--- src/design/dbpm_pkg.sv ---
`timescale 1ns / 1ps
// ---------------------------------------------------------------------------
// dbpm_pkg
// Types and constants of the dot-bracket pair matcher.
// ---------------------------------------------------------------------------
package dbpm_pkg;

   localparam int MAX_LEN_DEFAULT = 1024;
   localparam int STACK_SIZE      = 1024;
   localparam int ADDR_W          = 10;   // stack index / reported position width
   localparam int DEPTH_W         = 11;   // stack depth, 0..STACK_SIZE
   localparam int SYM_W           = 8;
   localparam int STATUS_W        = 2;

   localparam logic [SYM_W-1:0] SYM_OPEN  = 8'd40;  // '('
   localparam logic [SYM_W-1:0] SYM_CLOSE = 8'd41;  // ')'

   typedef enum logic [STATUS_W-1:0] {
      ST_PAIR     = 2'd0,
      ST_NO_OPEN  = 2'd1,
      ST_END      = 2'd2,
      ST_OVERFLOW = 2'd3
   } status_type;

   typedef struct packed {
      logic [SYM_W-1:0] symbol;
      logic             end_of_structure;
   } req_payload_type;

   typedef struct packed {
      status_type         status;
      logic [ADDR_W-1:0]  open_pos;
      logic [ADDR_W-1:0]  close_pos;
      logic               is_terminal;
      logic               last_of_structure;
      logic [DEPTH_W-1:0] open_left;
   } rsp_payload_type;

   // stack command from the match logic
   typedef struct packed {
      logic              push;
      logic              pop;
      logic              clear;
      logic [ADDR_W-1:0] push_data;
   } stack_cmd_type;

   // stack view seen by the match logic
   typedef struct packed {
      logic [DEPTH_W-1:0] depth;
      logic [ADDR_W-1:0]  top;
   } stack_view_type;

endpackage

--- src/design/dbpm_match.sv ---
`timescale 1ns / 1ps
// ---------------------------------------------------------------------------
// dbpm_match
// Per-symbol decode: position count, pair match, terminal test, result.
// ---------------------------------------------------------------------------
module dbpm_match
   import dbpm_pkg::*;
#(
   parameter int MAX_LEN = MAX_LEN_DEFAULT
)
(
   input  logic            clock,
   input  logic            reset,
   input  logic            fire,
   input  req_payload_type item,
   input  stack_view_type  view,
   output stack_cmd_type   cmd,
   output logic            produce,
   output rsp_payload_type result
);

   localparam int POS_W = $clog2(MAX_LEN + 1);

   logic [POS_W-1:0]        pos_ff, pos_in;
   logic                    prev_closed_ff, prev_closed_in;
   logic [ADDR_W-1:0]       prev_open_ff, prev_open_in;
   logic [POS_W+ADDR_W-1:0] here_ext;
   logic [ADDR_W-1:0]       here;
   logic                    ovf, is_open, is_close, full;
   logic                    push, pop, no_open, full_ovf, emit, last;
   logic [DEPTH_W-1:0]      depth_after;
   logic [ADDR_W-1:0]       opos_inc;

   assign here_ext = {{ADDR_W{1'b0}}, pos_ff};
   assign here     = here_ext[ADDR_W-1:0];
   assign ovf      = pos_ff >= POS_W'(MAX_LEN);
   assign is_open  = item.symbol == SYM_OPEN;
   assign is_close = item.symbol == SYM_CLOSE;
   assign full     = view.depth == DEPTH_W'(STACK_SIZE);
   assign last     = item.end_of_structure;
   assign push     = !ovf && is_open && !full;
   assign full_ovf = !ovf && is_open && full;
   assign pop      = !ovf && is_close && (view.depth != '0);
   assign no_open  = !ovf && is_close && (view.depth == '0);
   assign emit     = ovf || full_ovf || is_close;
   assign opos_inc = view.top + ADDR_W'(1);

   always_comb begin
      depth_after = view.depth;
      if (push) begin
         depth_after = view.depth + DEPTH_W'(1);
      end else if (pop) begin
         depth_after = view.depth - DEPTH_W'(1);
      end
   end

   assign cmd.push      = fire && push;
   assign cmd.pop       = fire && pop;
   assign cmd.clear     = fire && last;
   assign cmd.push_data = here;
   assign produce       = emit || last;

   always_comb begin
      result.status            = ST_END;
      result.open_pos          = '0;
      result.close_pos         = here;
      result.is_terminal       = 1'b0;
      result.last_of_structure = last;
      result.open_left         = last ? depth_after : '0;
      if (ovf || full_ovf) begin
         result.status    = ST_OVERFLOW;
         result.close_pos = '0;
      end else if (pop) begin
         result.status      = ST_PAIR;
         result.open_pos    = view.top;
         result.is_terminal = !(prev_closed_ff && (prev_open_ff == opos_inc));
      end else if (no_open) begin
         result.status = ST_NO_OPEN;
      end
   end

   always_comb begin
      pos_in         = pos_ff;
      prev_closed_in = prev_closed_ff;
      prev_open_in   = prev_open_ff;
      if (fire) begin
         if (!ovf) begin
            pos_in = pos_ff + POS_W'(1);
         end
         prev_closed_in = pop;
         if (pop) begin
            prev_open_in = view.top;
         end
         if (last) begin
            pos_in         = '0;
            prev_closed_in = 1'b0;
            prev_open_in   = '0;
         end
      end
   end

   always_ff @(posedge clock) begin
      if (reset) begin
         pos_ff         <= '0;
         prev_closed_ff <= 1'b0;
         prev_open_ff   <= '0;
      end else begin
         pos_ff         <= pos_in;
         prev_closed_ff <= prev_closed_in;
         prev_open_ff   <= prev_open_in;
      end
   end

endmodule

--- config.mk ---
export PLATFORM = sky130hd
export DESIGN_NAME = dbpm_match
export DESIGN_NICKNAME = d
export VERILOG_FILES = /design/src/design/dbpm_pkg.sv /design/src/design/dbpm_match.sv
export SDC_FILE = /design/constraint.sdc
export NUM_CORES = 1
export LEC_CHECK = 0
export BUFFER_PORTS_ARGS = -buffer_cell sky130_fd_sc_hd__buf_2
export CORE_ASPECT_RATIO = 0.75
export CORE_MARGIN = 1.5
export CORE_UTILIZATION = 50
export DETAILED_ROUTE_END_ITERATION = 12
export MAX_ROUTING_LAYER = met4
export PLACE_DENSITY = 0.89
export SYNTH_ARGS = -nofsm -noshare
export SYNTH_HDL_FRONTEND = slang
export SYNTH_SLANG_ARGS = --single-unit
--- constraint.sdc ---
create_clock -name clock -period 3.95 [get_ports clock]
set_input_delay 0.9875 -clock clock [delete_from_list [all_inputs] [get_ports clock]]
set_output_delay 0.9875 -clock clock [all_outputs]
set_load 0.1 [all_outputs]
==> summary.md <==
| Metric | Value |
|---|---|
| Status | finished clean |
| HP Class | reg2reg |
| Initial antenna violation count | 0 |
| Final RePlAce weighted congestion | 1.02 |
| Post-synth EDFFs | 0 |
| Chip Height | 59.9 um |
| Leak pwr | 0.00130 uW |
| DR vias | 2701 |
| Synth unique cells | 53 |
| Boundary Pins | 82 |
| Area delta synth->final | 50.0% |
| Synth Instances | 301 |
| Fmax achieved | 258 MHz |
| Post-route ant nets | 0 |
| Hold Vio Cnt, Final | 0 |
| Die Span X | 78.9 um |
| Initial core utilization | 0.527 |
| Final Setup Violations | 0 |
| Post-Place Worst Slack | -15.3 ps |
| Clock sink total | 22 |
| Final #Nets | 417 |
| Register area share after synthesis | 0.204 |
| Avg Cell Area, Syn | 7.18 um^2 |
| Starting DRT DRC Count | 233 |
| M2 GR Usage | 0.542 |
| CTS tree | yes |
| Clock Pin Slew Worst Setup and Hold Paths | 80 ps |
| Worst EP arrival | 2890 ps |
| Hpwl dp | 5.49 mm |
| Top-area cell type share of the netlist area | 0.204 |
| Most frequent cells in the layout | buf_2 (55), buf_12 (26), nand2_1 (22), dfxtp_1 (22), inv_1 (21) |
| GR Util All Layers | 0.324 |
| Worst-margin pin slew | 606 ps |
| Asr flop ratio synth | 0 |
| Total CTS buffers | 3 |
| Total grt overflow | 0 |
| Most area-consuming cells after synthesis | dfxtp_1 (20%), nor2_1 (4.9%), nand3_1 (4.6%) |
| Max-cap violations | 0 |
| Setup slack after layout | 68.6 ps |
| Die area | 4730 um^2 |
| Fin. max-slew vios | 0 |
| Largest net degree at the start of global routing | 25 |
| Flops & latches, synth | 22 |
| Htree depth | 1 |
| Pwr/cell area | 206 nW/um^2 |
| Critical Path Fanout Max | 6 |
| Placed cell area | 3130 um^2 |
| Layout cells sized above 1 | 0.360 |
| Net Count, Synth | 339 |
| Commonest non-fill, non-tap cell in the layout | buf_2 |
| Met1 Usage GRT | 0.400 |
| WS Path Type | in2out |
| Root Buffer | clkbuf_8 |
| # rows | 20 |
| CP Capture Type | primary output |
| Average vias per placed instance | 6.24 |
| Met3 usage | 0.0534 |
| Max VDD drop | 228 uV |
| Max_slew headroom | 0.596 |
| DR WL/cell | 17.2 um |
| First-pass GRT wire length | 11.7 mm |
| CP Data Required Time | 2960 ps |
| Most used routing layer | met2 |
| RSZ-0062 raised after global routing | false |
| Most common cell on crit path | nand2_1 |
| Skew final | 5.33 ps |
| Placed Instances | 428 |
| Startpoint Class | primary input |
| DRC viols | 0 |
| Core area | 4100 um^2 |
| CTS Buffer Depth | 2 |
| Top FF cell, synth | dfxtp_1 |
| Antenna Cells | 0 |
| Tcrit/Tclk final | 0.983 |
| Critical path, cell by cell | buf_2 > ha_2 > nand2_1 > nor4_1 > nand2_1 > a2111oi_2 > buf_4 > a31oi_4 > buf_12 |
| Post-Synthesis Cell Area | 2160 um^2 |
| Critical-path top delay cell | a2111oi_2 |
| Synth area leader | dfxtp_1 |
| Max incr delay on CP | 440 ps |
| 1st-pass router iterations | 6 |
| Post-Layout Cell Count | 433 |
| Vias in the first global route | 2500 |
| Fin crit period | 3880 ps |
| Final Instance Area | 3240 um^2 |
| IO Port Bufs | 81 |
| Yosys warns | 0 |
| WL final | 7.44 mm |
| Clk Latency, worst-skew pair | 270 ps |
==> synth_stat cells, types with 9 or more instances <==
| master | instances |
|---|---|
| buf_4 | 12 |
| nor2_1 | 28 |
| o21ai_0 | 11 |
| o32ai_1 | 11 |
| a21oi_1 | 13 |
| nand2_1 | 22 |
| nand2b_1 | 13 |
| nor3_1 | 14 |
| dfxtp_1 | 22 |
| inv_1 | 21 |
| and3_1 | 9 |
| xnor2_1 | 10 |
| nand3_1 | 20 |
==> layout make-up <==
cell class / instances / area (um^2)
Clock buffer: 3 / 41.3
Sequential cell: 22 / 440
Clock inverter: 1 / 30.0
Inverter: 24 / 92.6
Tap cell: 55 / 68.8
Multi-Input combinational cell: 233 / 1670
Fill cell: 260 / 863
Timing Repair Buffer: 95 / 901
==> final timing paths <==
kind | start | endpoint | slack (ps) | depth (start not counted)
max | view[0] | result[12] | 70 | 9
min | prev_open_ff[4] | prev_open_ff[4] | 500 | 2
max reg2reg | pos_ff[10] | prev_open_ff[5] | 1910 | 5
min reg2reg | prev_open_ff[4] | prev_open_ff[4] | 500 | 2
==> where the power goes <==
part	switching [uW]	leakage, uW	total, uW	internal (uW)
logic	155	0.00108	228	72.8
clock network	80.0	0.0000357	216	136
registers	1.38	0.000177	224	223
==> per-layer routing <==
| layer | vias to the layer above | part of all wire |
|---|---|---|
| li1 | 1230 | - |
| met1 | 1242 | 0.39 |
| met2 | 190 | 0.47 |
| met3 | 39 | 0.10 |
| met4 | 0 | 0.035 |
| met5 | - | 0 |
==> cell families after synthesis <==
| logic type | synth area share |
|---|---|
| AOI/OAI and AO/OA | 0.165 |
| muxes | 0.00463 |
| and+or+nand+nor | 0.423 |
| DFF | 0.204 |
| adders and majority gates | 0.0290 |
| xor gates and xnor gates | 0.0730 |
| buffers and inverters | 0.102 |
==> what timing repair did <==
item / 4_1_cts / 5_1_grt
gates resized for setup: 4 / 4
pin swaps: 0 / 1
endpoints found under the setup margin: 2 / 9
setup buffers: 0 / 1
hold buffers: 0 / 0
==> metrics by stage <==
stage	utilization	setup TNS (ps)	hold slack, ps	power, uW
after floorplan	-	-6030	432	373
after CTS	0.783	0	497	661
after global placement	0.763	0	440	445
after global routing	0.790	0	525	687
final	0.790	0	497	668
after detailed placement	0.763	-15.3	459	450
==> state kept, by name, indices dropped and copies added (netlist names) <==
register,flops
pos_ff,11
prev_open_ff,10
prev_closed_ff,1
==> critical path, delay by kind of cell <==
family / cells / cell delay [ps]
buffers and inverters: 3 / 540
adder cells (fa/ha/maj): 1 / 260
AND/OR/NAND/NOR: 3 / 580
AO/OA/AOI/OAI: 2 / 520
Note: power is estimated with default switching activity, not from simulation.
